File: config.mk
export PLATFORM = sky130hd
export DESIGN_NAME = utc_to_local_date_weekday_unit
export DESIGN_NICKNAME = d
export VERILOG_FILES = /design/src/rtl/utld_pkg.sv /design/src/rtl/utld_ctrl.sv /design/src/rtl/utld_datapath.sv /design/src/rtl/utc_to_local_date_weekday_unit.sv
export VERILOG_INCLUDE_DIRS = /design/src /design/src/rtl
export SDC_FILE = /design/constraint.sdc
export NUM_CORES = 1
export LEC_CHECK = 0
export BUFFER_PORTS_ARGS = -buffer_cell sky130_fd_sc_hd__buf_4
export CORE_ASPECT_RATIO = 1.5
export CORE_UTILIZATION = 40
export CTS_CLUSTER_DIAMETER = 40
export DETAILED_ROUTE_END_ITERATION = 16
export SYNTH_ARGS = -nofsm -noshare
export SYNTH_HDL_FRONTEND = slang
export SYNTH_SLANG_ARGS = --single-unit
export TNS_END_PERCENT = 100
File: constraint.sdc
create_clock -name i_clk -period 7.6 [get_ports i_clk]
set_input_delay 0 -clock i_clk [delete_from_list [all_inputs] [get_ports i_clk]]
set_output_delay 0 -clock i_clk [all_outputs]
set_load 0.01 [all_outputs]
File: src/rtl/utc_to_local_date_weekday_unit_macros.svh
// Assertion macros used by the block's top-level RTL.
`ifndef UTC_TO_LOCAL_DATE_WEEKDAY_UNIT_MACROS_SVH
`define UTC_TO_LOCAL_DATE_WEEKDAY_UNIT_MACROS_SVH

// Same-cycle implication, checked outside reset.
`define UTLD_ASSERT_NOW(label, clk, rst_n, ante, cons) \
    label: assert property (@(posedge clk) disable iff (!rst_n) (ante) |-> (cons)) \
        else $error("utld assertion failed");

// Next-cycle implication, checked outside reset.
`define UTLD_ASSERT_NEXT(label, clk, rst_n, ante, cons) \
    label: assert property (@(posedge clk) disable iff (!rst_n) (ante) |=> (cons)) \
        else $error("utld assertion failed");

`endif

File: src/rtl/utld_pkg.sv
`timescale 1ns / 1ps

package utld_pkg;

    // Day count origin: January 1st of this year is a Sunday.
    localparam int EPOCH_YEAR = 2017;
    localparam int EPOCH_P    = EPOCH_YEAR + 1999;
    // 365 is 1 mod 7, so the days before the origin year reduce to this sum.
    localparam logic [2:0] EPOCH_MOD7 =
        3'((EPOCH_P + EPOCH_P / 4 - EPOCH_P / 100 + EPOCH_P / 400) % 7);

    // Years are held biased by five whole 400-year cycles to stay positive.
    localparam logic [12:0] YEAR_BIAS = 13'd2000;

    // Reciprocal constants for division by 100 and by 7.
    localparam logic [15:0] RECIP_100       = 16'd5243;
    localparam int          RECIP_100_SHIFT = 19;
    localparam logic [15:0] RECIP_7         = 16'd37450;
    localparam int          RECIP_7_SHIFT   = 18;

    localparam logic [3:0] MON_JAN = 4'd1;
    localparam logic [3:0] MON_FEB = 4'd2;
    localparam logic [3:0] MON_DEC = 4'd12;

    localparam logic [4:0] HOUR_MAX = 5'd23;
    localparam logic [5:0] MINSEC_MAX = 6'd60;

    // Command and status between controller and datapath.
    typedef struct packed {
        logic load;
        logic mul_en;
        logic mul_sum;
        logic div_en;
        logic check_en;
        logic sum_en;
        logic fin_en;
    } t_cmd;

    typedef struct packed {
        logic chk_valid;
        logic out_free;
    } t_sts;

    // Length of month m, zero for a month code out of range.
    function automatic logic [4:0] f_days_in(input logic [3:0] m, input logic leap);
        logic [4:0] d;
        case (m) inside
            4'd1, 4'd3, 4'd5, 4'd7, 4'd8, 4'd10, 4'd12: d = 5'd31;
            4'd4, 4'd6, 4'd9, 4'd11:                    d = 5'd30;
            4'd2:                                       d = leap ? 5'd29 : 5'd28;
            default:                                    d = 5'd0;
        endcase
        return d;
    endfunction

    // Days before the first of month m in a common year.
    function automatic logic [8:0] f_cum_days(input logic [3:0] m);
        logic [8:0] d;
        case (m)
            4'd2:    d = 9'd31;
            4'd3:    d = 9'd59;
            4'd4:    d = 9'd90;
            4'd5:    d = 9'd120;
            4'd6:    d = 9'd151;
            4'd7:    d = 9'd181;
            4'd8:    d = 9'd212;
            4'd9:    d = 9'd243;
            4'd10:   d = 9'd273;
            4'd11:   d = 9'd304;
            4'd12:   d = 9'd334;
            default: d = 9'd0;
        endcase
        return d;
    endfunction

endpackage

File: src/rtl/utld_ctrl.sv
`timescale 1ns / 1ps

module utld_ctrl
    import utld_pkg::*;
(
    input  logic i_clk,
    input  logic i_rst_n,
    input  logic i_in_valid,
    output logic o_in_ready,
    input  t_sts i_sts,
    output t_cmd o_cmd
);

    typedef enum logic [8:0] {
        S_IDLE  = 9'b000000001,
        S_YMUL1 = 9'b000000010,
        S_YDIV1 = 9'b000000100,
        S_CHECK = 9'b000001000,
        S_YMUL2 = 9'b000010000,
        S_YDIV2 = 9'b000100000,
        S_SUM   = 9'b001000000,
        S_MMUL  = 9'b010000000,
        S_FIN   = 9'b100000000
    } t_state;

    t_state r_state;
    t_state n_state;

    // Sequence one item through the year divide and check, then for a valid item the day sum and mod-7 steps.
    always_comb begin
        n_state = r_state;
        o_cmd   = '0;
        unique case (r_state)
            S_IDLE: begin
                o_cmd.load = i_in_valid;
                if (i_in_valid) n_state = S_YMUL1;
            end
            S_YMUL1: begin
                o_cmd.mul_en = 1'b1;
                n_state = S_YDIV1;
            end
            S_YDIV1: begin
                o_cmd.div_en = 1'b1;
                n_state = S_CHECK;
            end
            S_CHECK: begin
                o_cmd.check_en = 1'b1;
                n_state = i_sts.chk_valid ? S_YMUL2 : S_FIN;
            end
            S_YMUL2: begin
                o_cmd.mul_en = 1'b1;
                n_state = S_YDIV2;
            end
            S_YDIV2: begin
                o_cmd.div_en = 1'b1;
                n_state = S_SUM;
            end
            S_SUM: begin
                o_cmd.sum_en = 1'b1;
                n_state = S_MMUL;
            end
            S_MMUL: begin
                o_cmd.mul_en  = 1'b1;
                o_cmd.mul_sum = 1'b1;
                n_state = S_FIN;
            end
            S_FIN: begin
                o_cmd.fin_en = i_sts.out_free;
                if (i_sts.out_free) n_state = S_IDLE;
            end
            default: n_state = S_IDLE;
        endcase
    end

    assign o_in_ready = (r_state == S_IDLE);

    // Hold state.
    always_ff @(posedge i_clk) begin
        if (!i_rst_n) begin
            r_state <= S_IDLE;
        end else begin
            r_state <= n_state;
        end
    end

endmodule

File: src/rtl/utld_datapath.sv
`timescale 1ns / 1ps

module utld_datapath
    import utld_pkg::*;
(
    input  logic        i_clk,
    input  logic        i_rst_n,
    input  t_cmd        i_cmd,
    output t_sts        o_sts,
    input  logic [39:0] i_in_data,
    input  logic        i_cfg_wr_en,
    input  logic [4:0]  i_cfg_wr_data,
    output logic        o_out_valid,
    input  logic        i_out_ready,
    output logic [47:0] o_out_data,
    output logic [1:0]  o_out_user
);

    logic [4:0]  r_tz;
    logic [12:0] r_yd;
    logic [3:0]  r_mon;
    logic [4:0]  r_day;
    logic [4:0]  r_hour;
    logic [5:0]  r_min;
    logic [5:0]  r_sec;
    logic        r_zerr;
    logic        r_valid;
    logic [28:0] r_prod;
    logic [5:0]  r_q100;
    logic        r_rz;
    logic        r_leap;
    logic [12:0] r_sum;
    logic        r_out_valid;
    logic [47:0] r_out_data;
    logic [1:0]  r_out_user;

    logic [12:0] mul_a;
    logic [15:0] mul_b;
    logic [5:0]  q100;
    logic [12:0] rem100;
    logic [4:0]  dim;
    logic        valid;
    logic [6:0]  hsum;
    logic        h_neg;
    logic        h_over;
    logic [3:0]  prev_mon;
    logic [8:0]  cum;
    logic        leap_adj;
    logic [13:0] s_pos;
    logic [13:0] s_neg;
    logic [10:0] q7;
    logic [2:0]  rem7;
    logic [2:0]  wd;
    logic        out_free;

    // Shared multiplier: year by 1/100, or day sum by 1/7.
    assign mul_a = i_cmd.mul_sum ? r_sum : r_yd;
    assign mul_b = i_cmd.mul_sum ? RECIP_7 : RECIP_100;

    // Year split into centuries and leap flag.
    assign q100   = 6'(r_prod >> RECIP_100_SHIFT);
    assign rem100 = r_yd - 13'(13'(q100) * 13'd100);

    // Range checks against the month length of the input year.
    assign dim   = f_days_in(r_mon, r_leap);
    assign valid = (r_mon >= MON_JAN) && (r_mon <= MON_DEC) && (r_day != 5'd0) &&
                   (r_day <= dim) && (r_hour <= HOUR_MAX) &&
                   (r_min <= MINSEC_MAX) && (r_sec <= MINSEC_MAX);

    // Offset hour, signed.
    assign hsum     = {2'b00, r_hour} + {{2{r_tz[4]}}, r_tz};
    assign h_neg    = hsum[6];
    assign h_over   = !hsum[6] && (hsum >= 7'd24);
    assign prev_mon = r_mon - 4'd1;

    // Day sum from the biased year; terms kept positive, offsets subtracted.
    assign cum      = f_cum_days(r_mon);
    assign leap_adj = r_leap && (r_mon > MON_FEB);
    assign s_pos = {1'b0, r_yd} + 14'(r_yd >> 2) + 14'(r_q100 >> 2) + 14'(cum) +
                   14'(r_day) + 14'(leap_adj) + 14'(r_rz);
    assign s_neg = 14'd2 + 14'(r_yd[1:0] == 2'b00) + 14'(r_q100) +
                   14'(r_rz && (r_q100[1:0] == 2'b00));

    // Weekday from the sum modulo 7, shifted to the origin.
    assign q7   = 11'(r_prod >> RECIP_7_SHIFT);
    assign rem7 = 3'(r_sum - 13'(13'(q7) * 13'd7));
    assign wd   = (rem7 >= EPOCH_MOD7) ? (rem7 - EPOCH_MOD7)
                                       : 3'(4'(rem7) + 4'd7 - 4'(EPOCH_MOD7));

    assign out_free        = !r_out_valid || i_out_ready;
    assign o_sts.chk_valid = valid;
    assign o_sts.out_free  = out_free;

    // Hold the zone register.
    always_ff @(posedge i_clk) begin
        if (!i_rst_n) begin
            r_tz <= 5'd0;
        end else if (i_cfg_wr_en) begin
            r_tz <= i_cfg_wr_data;
        end
    end

    // Work registers.
    always_ff @(posedge i_clk) begin
        if (i_cmd.load) begin
            r_yd   <= {1'b0, i_in_data[11:0]} + YEAR_BIAS;
            r_mon  <= i_in_data[15:12];
            r_day  <= i_in_data[20:16];
            r_hour <= i_in_data[25:21];
            r_min  <= i_in_data[31:26];
            r_sec  <= i_in_data[37:32];
            r_zerr <= ($signed(r_tz) < -5'sd12) || ($signed(r_tz) > 5'sd12);
        end
        if (i_cmd.mul_en) begin
            r_prod <= 29'(mul_a * mul_b);
        end
        if (i_cmd.div_en) begin
            r_q100 <= q100;
            r_rz   <= (rem100 == 13'd0);
            r_leap <= (r_yd[1:0] == 2'b00) && ((rem100 != 13'd0) || (q100[1:0] == 2'b00));
        end
        if (i_cmd.check_en) begin
            r_valid <= valid;
            // Apply the offset and roll the date by one day where needed.
            if (valid && !r_zerr) begin
                if (h_over) begin
                    r_hour <= 5'(hsum - 7'd24);
                    if (r_day == dim) begin
                        r_day <= 5'd1;
                        if (r_mon == MON_DEC) begin
                            r_mon <= MON_JAN;
                            r_yd  <= r_yd + 13'd1;
                        end else begin
                            r_mon <= r_mon + 4'd1;
                        end
                    end else begin
                        r_day <= r_day + 5'd1;
                    end
                end else if (h_neg) begin
                    r_hour <= 5'(hsum + 7'd24);
                    if (r_day == 5'd1) begin
                        if (r_mon == MON_JAN) begin
                            r_mon <= MON_DEC;
                            r_yd  <= r_yd - 13'd1;
                            r_day <= f_days_in(MON_DEC, 1'b0);
                        end else begin
                            r_mon <= prev_mon;
                            r_day <= f_days_in(prev_mon, r_leap);
                        end
                    end else begin
                        r_day <= r_day - 5'd1;
                    end
                end else begin
                    r_hour <= hsum[4:0];
                end
            end
        end
        if (i_cmd.sum_en) begin
            r_sum <= 13'(s_pos - s_neg);
        end
    end

    // Output register: load a finished item, drop it when taken.
    always_ff @(posedge i_clk) begin
        if (!i_rst_n) begin
            r_out_valid <= 1'b0;
        end else if (i_cmd.fin_en) begin
            r_out_valid <= 1'b1;
        end else if (i_out_ready) begin
            r_out_valid <= 1'b0;
        end
    end

    always_ff @(posedge i_clk) begin
        if (i_cmd.fin_en) begin
            r_out_data <= {7'd0, (r_valid ? wd : 3'd0), r_sec, r_min, r_hour, r_day,
                           r_mon, 12'(r_yd - YEAR_BIAS)};
            r_out_user <= {r_zerr, r_valid};
        end
    end

    assign o_out_valid = r_out_valid;
    assign o_out_data  = r_out_data;
    assign o_out_user  = r_out_user;

endmodule

File: src/rtl/utc_to_local_date_weekday_unit.sv
`timescale 1ns / 1ps
// UTC to local date and weekday.
// Input stream (s_axis): one UTC date-time per item. The block checks it, adds the
// zone offset held in the configuration register, rolls the date by one day when
// the hour leaves 0..23, and gives the weekday of the local date (0 is Sunday).
// Output stream (m_axis): one result per input item, in order; tuser carries the
// date-valid and zone-error flags. Invalid items pass through with weekday 0.
// Configuration: i_cfg_wr_en writes the signed 5-bit offset in hours; write it
// only while no item is in flight. Offsets outside -12..12 raise zone_error and
// leave the date unadjusted.
// Sequence: after accepting an item the controller runs a multiply, a divide and the
// check, then for a valid item a second multiply and divide, the day sum and the
// mod-7 multiply before finishing; an invalid item goes straight to finish. The steps
// use the one shared multiplier (divide by 100, divide by 7); no new item is taken until idle.
// A finished item waits in the output register; if the receiver stalls, the
// block computes the next item and holds it until the register frees.
// Reset clears the offset to 0, empties the output and returns to idle.

module utc_to_local_date_weekday_unit
    import utld_pkg::*;
(
    input  logic        i_clk,
    input  logic        i_rst_n,
    input  logic        i_s_axis_tvalid,
    output logic        o_s_axis_tready,
    // utc_year[11:0], utc_month[15:12], utc_day[20:16], utc_hour[25:21],
    // utc_minute[31:26], utc_second[37:32], zero[39:38]
    input  logic [39:0] i_s_axis_tdata,
    output logic        o_m_axis_tvalid,
    input  logic        i_m_axis_tready,
    // local_year[11:0], local_month[15:12], local_day[20:16], local_hour[25:21],
    // local_minute[31:26], local_second[37:32], weekday[40:38], zero[47:41]
    output logic [47:0] o_m_axis_tdata,
    // date_valid[0], zone_error[1]
    output logic [1:0]  o_m_axis_tuser,
    input  logic        i_cfg_wr_en,
    input  logic [4:0]  i_cfg_wr_data
);

`include "utc_to_local_date_weekday_unit_macros.svh"

    t_cmd cmd;
    t_sts sts;

    utld_ctrl u_ctrl (
        .i_clk      (i_clk),
        .i_rst_n    (i_rst_n),
        .i_in_valid (i_s_axis_tvalid),
        .o_in_ready (o_s_axis_tready),
        .i_sts      (sts),
        .o_cmd      (cmd)
    );

    utld_datapath u_datapath (
        .i_clk         (i_clk),
        .i_rst_n       (i_rst_n),
        .i_cmd         (cmd),
        .o_sts         (sts),
        .i_in_data     (i_s_axis_tdata),
        .i_cfg_wr_en   (i_cfg_wr_en),
        .i_cfg_wr_data (i_cfg_wr_data),
        .o_out_valid   (o_m_axis_tvalid),
        .i_out_ready   (i_m_axis_tready),
        .o_out_data    (o_m_axis_tdata),
        .o_out_user    (o_m_axis_tuser)
    );

    // Block goes busy right after it takes an item.
    `UTLD_ASSERT_NEXT(a_busy_after_accept, i_clk, i_rst_n, i_s_axis_tvalid && o_s_axis_tready, !o_s_axis_tready)
    // Rejected items carry weekday zero.
    `UTLD_ASSERT_NOW(a_invalid_wd_zero, i_clk, i_rst_n, o_m_axis_tvalid && !o_m_axis_tuser[0], o_m_axis_tdata[40:38] == 3'd0)
    // Accepted items leave with an hour and weekday in range.
    `UTLD_ASSERT_NOW(a_valid_ranges, i_clk, i_rst_n, o_m_axis_tvalid && o_m_axis_tuser[0], (o_m_axis_tdata[25:21] <= 5'd23) && (o_m_axis_tdata[40:38] <= 3'd6))

endmodule

==> results.yml, run 1 <==
yosys:
  seq_area_frac_synth_pct: 26.76
  ys_ff_latch: 136
  ys_warn_count: 0
  ys.flop_type: "edfxtp_1"
  avgSynthCellArea_sq_um: 9.384
  async_flop_share_pct: 0
  synth_edf_count: 85
  synth.cell_area_sq_mm: 0.01335
  ys_types: 81
  synthCells: 1423
placement:
  placedCellCount: 1915
  io_buffers: 92
  place_hpwl_um: 27490
  placed_area_sq_mm: 0.01454
  gp_congestion: 0.9337
clocking:
  cts_buffers: 17
  clk_latency_ns: 0.43
  clk_path_buf_depth: 2
  root_buffer: "clkbuf_16"
  cts_resized: 0
  cts_htree_levels: 4
  cts.sinks: 136
  cts_tree: "built"
  clkTransAtPathRegs_ns: 0.07
global_route:
  grt_usage_pct: 21.13
  grt-ovfl-total: 0
  top_usage_layer: "met2"
  grt_antenna_before_repair: 0
  grt_pass1_vias: 10850
  grt_first_pass_wirelength_um: 54500
  grtUsageMet3_pct: 3.313
  met1_usage_pct: 22.23
  grt_max_degree: 44
  grt_use_met2_pct: 39.95
layout:
  finalNonFillerCells: 1985
  syn2layout_area_growth_pct: 16.25
  final_common_cell: "inv_1"
  drive_gt1_share_pct: 10.76
  nNetsFinal: 1897
  final_area_sq_mm: 0.01552
  antenna_cells: 0
  final_cell_mix: "281 x inv_1, 185 x ha_1, 114 x buf_4"
setup_path:
  crit_arrival_ns: 7.01
  worstReg2RegStart: "u_ctrl.r_state[1]"
  start_kind: "flip-flop"
  critPathCaptureType: "flip-flop"
  crit_start: "u_ctrl.r_state[1]"
  worstSetupPathType: "flip-flop to flip-flop"
  cp_max_fo: 6
  required_ns: 7.78
floorplan:
  core_area_sq_mm: 0.03274
  ios: 102
  die-area_sq_mm: 0.03413
  start_util_pct: 40.79
  num_rows: 81
  die_w_um: 151.2
  dieHeight_um: 225.8
routing:
  drt-total-wl_um: 34550
  drtAntennaViolNets: 0
  drt_iter0_markers: 449
  vias: 10510
  drcViolationCount: 0
  drt-wirelength-per-cell_um: 17.41
  vias_per_cell: 5.297
  firstDrtPassIters: 5
flow_run:
  drv_cap: 0
sta:
  hold_viol_final: 0
  setup_viol: 0
  fin_crit_ns: 6.837
  finalCritPeriodShare_pct: 89.96
  rsz0062_at_grt: "false"
  tightest_slew_ns: 0.9164
  max_freq_ghz: 0.1463
  final.setup.tns_ns: 0
  finalMaxSlewViolations: 0
  maxSlewHeadroom_pct: 38.85
  fin_skew_ns: 0.01079
outcome:
  outcome: "finished clean"
worst_hold_path:
  hold_path.class: "input port to flip-flop"
  hp-start: "i_s_axis_tdata[11]"
[per-layer routing]
metal	up-vias	wire length, um
met5	-	0
met4	0	1469
met3	80	1401
met2	284	18550
met1	5089	13130
li1	5061	-
[path summary, 6_finish.rpt]
| kind | cells after the start | slack (ns) | end |
|---|---|---|---|
| max | 23 | 0.76 | u_datapath.r_prod[18] |
| min | 5 | 0.02 | u_datapath.r_yd[11] |
| max reg2reg | 23 | 0.76 | u_datapath.r_prod[18] |
| min reg2reg | 0 | 0.45 | u_datapath.o_out_data[26] |
[per-stage QoR]
stage / setup WS [ns] / hold WS, ns / util [%]
6_report: 0.7627 / 0.02499 / 47.42
5_1_grt: 0.3458 / 0.04309 / 47.42
4_1_cts: 0.6708 / 0.004660 / 47.42
3_5_place_dp: 0.7088 / 0.1796 / 44.43
3_3_place_gp: 0.7531 / 0.1787 / 44.43
2_1_floorplan: 1.522 / 0.09887 / -
[logic make-up (layout without fill, tap and decap cells)]
logic type | count (synthesis) | after routing | synth area share [%]
buffers and inverters | 331 | 466 | 9.716
multiplexers | 21 | 21 | 1.640
AND/OR/NAND/NOR | 357 | 357 | 13.62
adder cells (fa/ha/maj) | 290 | 290 | 33.07
AO/OA/AOI/OAI | 228 | 228 | 11.33
XOR/XNOR | 58 | 58 | 3.804
flip-flops | 136 | 136 | 26.76
other | 2 | 14 | 0.05624
[worst max-delay path, stage by stage, from the launching register on]
cell,delay (ns)
dfxtp_1,0.36
nor3_1,0.37
nand4_1,0.51
and2_1,0.40
inv_1,0.11
nand2_1,0.14
fa_1,0.56
inv_1,0.05
fa_1,0.48
inv_1,0.06
fa_1,0.50
fa_1,0.55
inv_1,0.06
fa_1,0.52
inv_1,0.05
ha_1,0.33
a21oi_1,0.16
o21ai_0,0.11
o311ai_0,0.31
buf_4,0.19
a21boi_0,0.07
o21ai_0,0.23
a21oi_1,0.10
a2111o_1,0.39
[layout make-up]
cell class	count	area [sq um]
inverters	282	1059
clock buffers	18	439.2
multi-input cells	968	8536
fillers	3104	17210
flip-flops and latches	136	3573
repair buffers	152	1236
well taps	415	519.2
clock inverters	14	161.4
[synth_stat cells (all sizes together), types with 4 or more instances]
master     n  share of area [%]
a211o      4               0.26
a211oi     8               0.45
a21boi     5               0.28
a21o       6               0.34
a21oi     55                2.1
a22oi      5               0.28
a31oi     11               0.52
and2      14               0.66
and3      17               0.80
buf       15               0.83
clkbuf    34               0.96
dfxtp     51                7.6
edfxtp    85                 19
fa       105                 16
ha       185                 17
inv      281                7.9
mux2       4               0.37
mux2i     17                1.3
nand2     94                2.6
nand2b     9               0.42
nand3     30                1.2
nand4     12               0.56
nor2      76                2.1
nor2b     17               0.80
nor3      40                1.7
nor3b      7               0.39
o2111ai    6               0.39
o211ai     9               0.51
o21a       8               0.45
o21ai     54                2.0
o22ai     13               0.61
or2        7               0.33
or3        8               0.37
or4        7               0.42
xnor2     48                3.1
xor2      10               0.66
[flip-flops by register name, summed over array words and instances (netlist names), 2 cells and up]
| signal | flops |
|---|---|
| u_ctrl.r_state | 9 |
| u_datapath.o_out_data | 41 |
| u_datapath.r_hour | 5 |
| u_datapath.r_day | 5 |
| u_datapath.r_sec | 6 |
| u_datapath.r_sum | 13 |
| u_datapath.o_out_user | 2 |
| u_datapath.r_tz | 5 |
| u_datapath.cum | 9 |
| u_datapath.r_q100 | 6 |
| u_datapath.r_min | 6 |
| u_datapath.r_prod | 7 |
| u_datapath.r_mon | 4 |
| u_datapath.r_yd | 13 |
[repair_timing]
item	4_1_cts	5_1_grt
setup buffers	0	0
setup endpoints to repair	0	0
hold endpoints to repair	34	0
hold buffers	38	0
Power of run 1 is left out: the tool's default activity adds up to more than one toggle a clock period on the data nets, which glitch-free logic cannot reach.
==> run 2: changes to the inputs <==
- CORE_ASPECT_RATIO: 1.5 -> default
==> run 2 against run 1 <==
Against the previous run: hold slack worse by 0.0046 ns; die area hardly changed; sequential share of layout area hardly changed; largest cell class unchanged; critical path type unchanged.
==> results.yml, run 2 (synthesis results as in run 1) <==
clocking:
  post_cts_buffers: 0
  clk_latency_ns: 0.45
  clk_path_buf_depth: 2
  cts_htree_levels: 4
  root_buffer: "clkbuf_16"
  cts_tree: "built"
  cts.sinks: 136
  clkTransAtPathRegs_ns: 0.07
  cts_buffers: 17
  cts_hold_buf: 38
  cts_resized: 0
setup_path:
  crit_path_max_incr_delay_ns: 0.62
  critPathTopFamily: "adder cells"
  required_ns: 7.79
  crit_arrival_ns: 7.22
  critical_path.slowest_cell: "o311ai_0"
  start_kind: "flip-flop"
  critPathBufInv: 5
  cp_max_fo: 10
  crit_start: "u_ctrl.r_state[8]"
  worstSetupPathType: "flip-flop to flip-flop"
  critPathCaptureType: "flip-flop"
  cp_cell_sequence: "nor3_1 > nand4_1 > and2_1 > inv_1 > nand2_1 > fa_1 > inv_1 > fa_1 > inv_1 > fa_1 > fa_1 > inv_1 > fa_1 > inv_1 > ha_1 > a21oi_1 > o21ai_0 > o311ai_0 > a21oi_1 > o211ai_1 > nand4b_1 > xnor2_1"
  r2r_slack_ns: 0.57
  worstReg2RegStart: "u_ctrl.r_state[8]"
placement:
  io_buffers: 92
  place_hpwl_um: 26430
  gp_congestion: 0.9454
layout:
  final_cell_mix: "281 x inv_1, 185 x ha_1, 107 x buf_4"
  syn2layout_area_growth_pct: 16.01
  drive_gt1_share_pct: 10.49
  ff_latch_area_sq_mm: 0.003573
  nNetsFinal: 1890
  largest_register_ffs: 41
  antenna_cells: 0
  nFillCells: 3128
  final_common_cell: "inv_1"
  multiInputGateArea_sq_mm: 0.008541
floorplan:
  die-area_sq_mm: 0.03412
  num_rows: 66
  core_area_sq_mm: 0.03270
  start_util_pct: 40.84
  die_w_um: 184.7
  ios: 102
  dieHeight_um: 184.7
sta:
  max_freq_ghz: 0.1423
  finalCritPeriodShare_pct: 92.49
  hold_viol_final: 0
  setup_viol: 0
  fin_crit_ns: 7.029
  finalMaxSlewViolations: 0
  final.setup.tns_ns: 0
  fin_skew_ns: 0.01955
  tightest_slew_ns: 1.125
  rsz0062_at_grt: "false"
  maxSlewHeadroom_pct: 24.28
routing:
  firstDrtPassIters: 5
  drtAntennaViolNets: 0
  vias_per_cell: 5.149
  vias: 10320
  drt_iter0_markers: 650
  drt-wirelength-per-cell_um: 16.80
  drt-total-wl_um: 33690
  drcViolationCount: 0
global_route:
  grt_max_degree: 43
  grt_usage_pct: 20.92
  grt_antenna_before_repair: 1
  grt-ovfl-total: 0
  grt_first_pass_wirelength_um: 54870
  grt_pass1_vias: 10480
flow_run:
  drv_cap: 0
outcome:
  outcome: "finished clean"
worst_hold_path:
  hold_path.class: "input port to flip-flop"
  hp-start: "i_s_axis_tdata[11]"
[run 2: metal layers]
layer / GRT usage (%) / up-vias / wire, um
met5: 0 / - / 0
met4: 5.686 / 0 / 568
met3: 2.332 / 38 / 1364
met2: 35.35 / 251 / 15820
met1: 28.24 / 4977 / 15950
li1: - / 5057 / -
[run 2: stage by stage]
stage	cell area [sq um]	cells	util (%)	setup slack, ns	hold slack (ns)
finish	15490	2005	47.38	0.5710	0.02043
global route	15490	2005	47.38	0.07535	0.06550
CTS	15490	2005	47.38	0.4998	0.007625
detailed placement	14530	1935	44.43	0.5118	0.1796
global placement	14530	1935	44.43	0.5897	0.1793
floorplan	13400	1435	-	1.522	0.09887
[run 2: tightest hold or removal path, cell delays in order]
cell and delay (ns):
buf_4 0.09, xnor2_1 0.06, nor2_1 0.09, a211oi_1 0.06, a21oi_1 0.11
[run 2: layout make-up]
type | count | share of cell area (%)
multi-input cells | 968 | 55.13
flip-flops and latches | 136 | 23.07
repair buffers | 145 | 7.640
inverters | 282 | 6.833
well taps | 442 | 3.570
clock buffers | 17 | 2.746
clock inverters | 15 | 1.018
[run 2: final timing paths]
| kind | endpoint | depth (start not counted) |
|---|---|---|
| hold reg to reg | u_datapath.o_out_data[29] | 0 |
| setup reg to reg | u_datapath.r_prod[24] | 22 |
| hold / removal | u_datapath.r_yd[11] | 5 |
| setup / recovery | u_datapath.r_prod[24] | 22 |
Power of run 2 is left out for the same reason.
==> run 3: changes to the inputs <==
- clock period: 7.6 -> 6.1 ns (I/O delays scaled with it)
==> run 3 against run 2 <==
Against the previous run: fmax increased by 19%; design area grew 5.6%; sequential share of layout area down 1.2 points; via count rose by 3.8%; clock skew fell by 0.0080 ns; first-iteration DRC count rose by 9.7%; critical path type unchanged; highest routed layer unchanged; hold slack improved by 0.014 ns; setup slack got worse by 0.40 ns; register-to-register slack got worse by 0.40 ns.
==> results.yml, run 3 (synthesis results as in run 1) <==
layout:
  largest_register_ffs: 41
  final_cell_mix: "274 x inv_1, 175 x ha_1, 175 x buf_4"
  multiInputGateArea_sq_mm: 0.008808
  finalNonFillerCells: 2077
  nFillCells: 3056
  antenna_cells: 0
  final_common_cell: "inv_1"
  nNetsFinal: 1962
  ff_latch_area_sq_mm: 0.003577
  drive_gt1_share_pct: 17.25
  syn2layout_area_growth_pct: 22.49
setup_path:
  required_ns: 6.29
  crit_path_max_incr_delay_ns: 0.55
  cp_cell_sequence: "or3_4 > or3_4 > nor2_4 > buf_6 > buf_4 > nand2_1 > nand2_1 > ha_1 > inv_1 > fa_1 > inv_1 > fa_1 > fa_1 > inv_1 > fa_1 > inv_1 > ha_4 > nand3_2 > nor4b_2 > o311ai_2 > a21boi_1 > o21ai_1 > nor4b_1 > a2111o_1"
  critPathBufInv: 6
  critPathCaptureType: "flip-flop"
  timing.rr.end: "u_datapath.r_prod[18]"
  cp_max_fo: 6
  r2r_slack_ns: 0.17
  critPathTopFamily: "adder cells"
  start_kind: "flip-flop"
  worstSetupPathType: "flip-flop to flip-flop"
  crit_arrival_ns: 6.12
  critical_path.slowest_cell: "fa_1"
  reg2reg_depth: 24
  worstReg2RegStart: "u_ctrl.r_state[3]"
routing:
  firstDrtPassIters: 5
  drt_iter0_markers: 713
  vias_per_cell: 5.160
  vias: 10720
  drtAntennaViolNets: 0
  drt-wirelength-per-cell_um: 16.97
  drt-total-wl_um: 35250
  drcViolationCount: 0
sta:
  setup_viol: 0
  rsz0062_at_grt: "true"
  fin_skew_ns: 0.01152
  max_freq_ghz: 0.1686
  tightest_slew_ns: 1.183
  finalMaxSlewViolations: 0
  hold_viol_final: 0
  worst_slack_ns: 0.1699
  whs_ns: 0.03404
  maxSlewHeadroom_pct: 20.62
  final.setup.tns_ns: 0
  fin_crit_ns: 5.930
  finalCritPeriodShare_pct: 97.21
placement:
  io_buffers: 92
  place_hpwl_um: 27920
  dp_slack_ns: -0.3225
  placedCellCount: 1998
  gp_congestion: 0.9110
clocking:
  cts_buffers: 17
  clk_path_buf_depth: 2
  cts_tree: "built"
  cts_htree_levels: 4
  root_buffer: "clkbuf_16"
  cts.sinks: 136
  clk_latency_ns: 0.44
  clkTransAtPathRegs_ns: 0.07
floorplan:
  die_w_um: 184.7
  die-area_sq_mm: 0.03412
  start_util_pct: 40.84
  ios: 102
  core_area_sq_mm: 0.03270
  dieHeight_um: 184.7
  num_rows: 66
global_route:
  grt-ovfl-total: 0
  grt_first_pass_wirelength_um: 56810
  grt_usage_pct: 21.81
  grt_antenna_before_repair: 0
  grt_pass1_vias: 10910
  grt_max_degree: 29
worst_hold_path:
  min_path_cells: 5
  hp-start: "i_s_axis_tdata[3]"
  hold_path.class: "input port to flip-flop"
  holdPathEnd: "u_datapath.r_yd[3]"
outcome:
  outcome: "finished clean"
flow_run:
  drv_cap: 0
==> run 3: worst max path at each step <==
stage                                 start                     to  slack, ns  depth (start not counted)
after global placement    u_ctrl.r_state[8]  u_datapath.r_prod[18]      -0.24                         25
after detailed placement  u_ctrl.r_state[8]  u_datapath.r_prod[18]      -0.32                         25
final                     u_ctrl.r_state[3]  u_datapath.r_prod[18]       0.17                         24
after floorplan           u_ctrl.r_state[8]  u_datapath.r_prod[18]       0.02                         24
after CTS                 u_ctrl.r_state[3]  u_datapath.r_prod[24]       0.04                         26
after global routing      u_ctrl.r_state[3]  u_datapath.r_prod[18]      -0.05                         24
==> run 3: tightest hold or removal path: cells and delay by family <==
| family | cells | cell delay, ns |
|---|---|---|
| simple gates | 1 | 0.04 |
| buf+inv | 1 | 0.09 |
| compound gates | 3 | 0.30 |
==> run 3: repair_timing <==
item | 4_1_cts | 5_1_grt
resized for setup | 27 | 37
hold buffers | 39 | 0
setup endpoints to repair | 7 | 7
hold endpoints to repair | 34 | 0
pin swaps | 27 | 29
setup buffers | 6 | 4
==> run 3: routing by layer <==
layer,routed length [um],track usage (%)
met1,16120,29.04
met2,16820,36.62
met3,1659,3.320
met4,648,6.050
met5,0,0
==> run 3: cell type report <==
class	instances	share of cell area, %
sequential	136	21.87
tap	442	3.381
inverter	282	6.471
clock buffer	17	2.601
multi-input combinational	968	53.85
clock inverter	15	1.201
timing repair buffer	217	10.62
==> run 3: metrics by stage <==
step                      util, %  area (sq um)
after floorplan                 -         13400
after global placement      45.88         15000
after CTS                   49.48         16180
after global routing        50.02         16360
final                       50.02         16360
after detailed placement    45.88         15000
Power of run 3 is left out for the same reason.
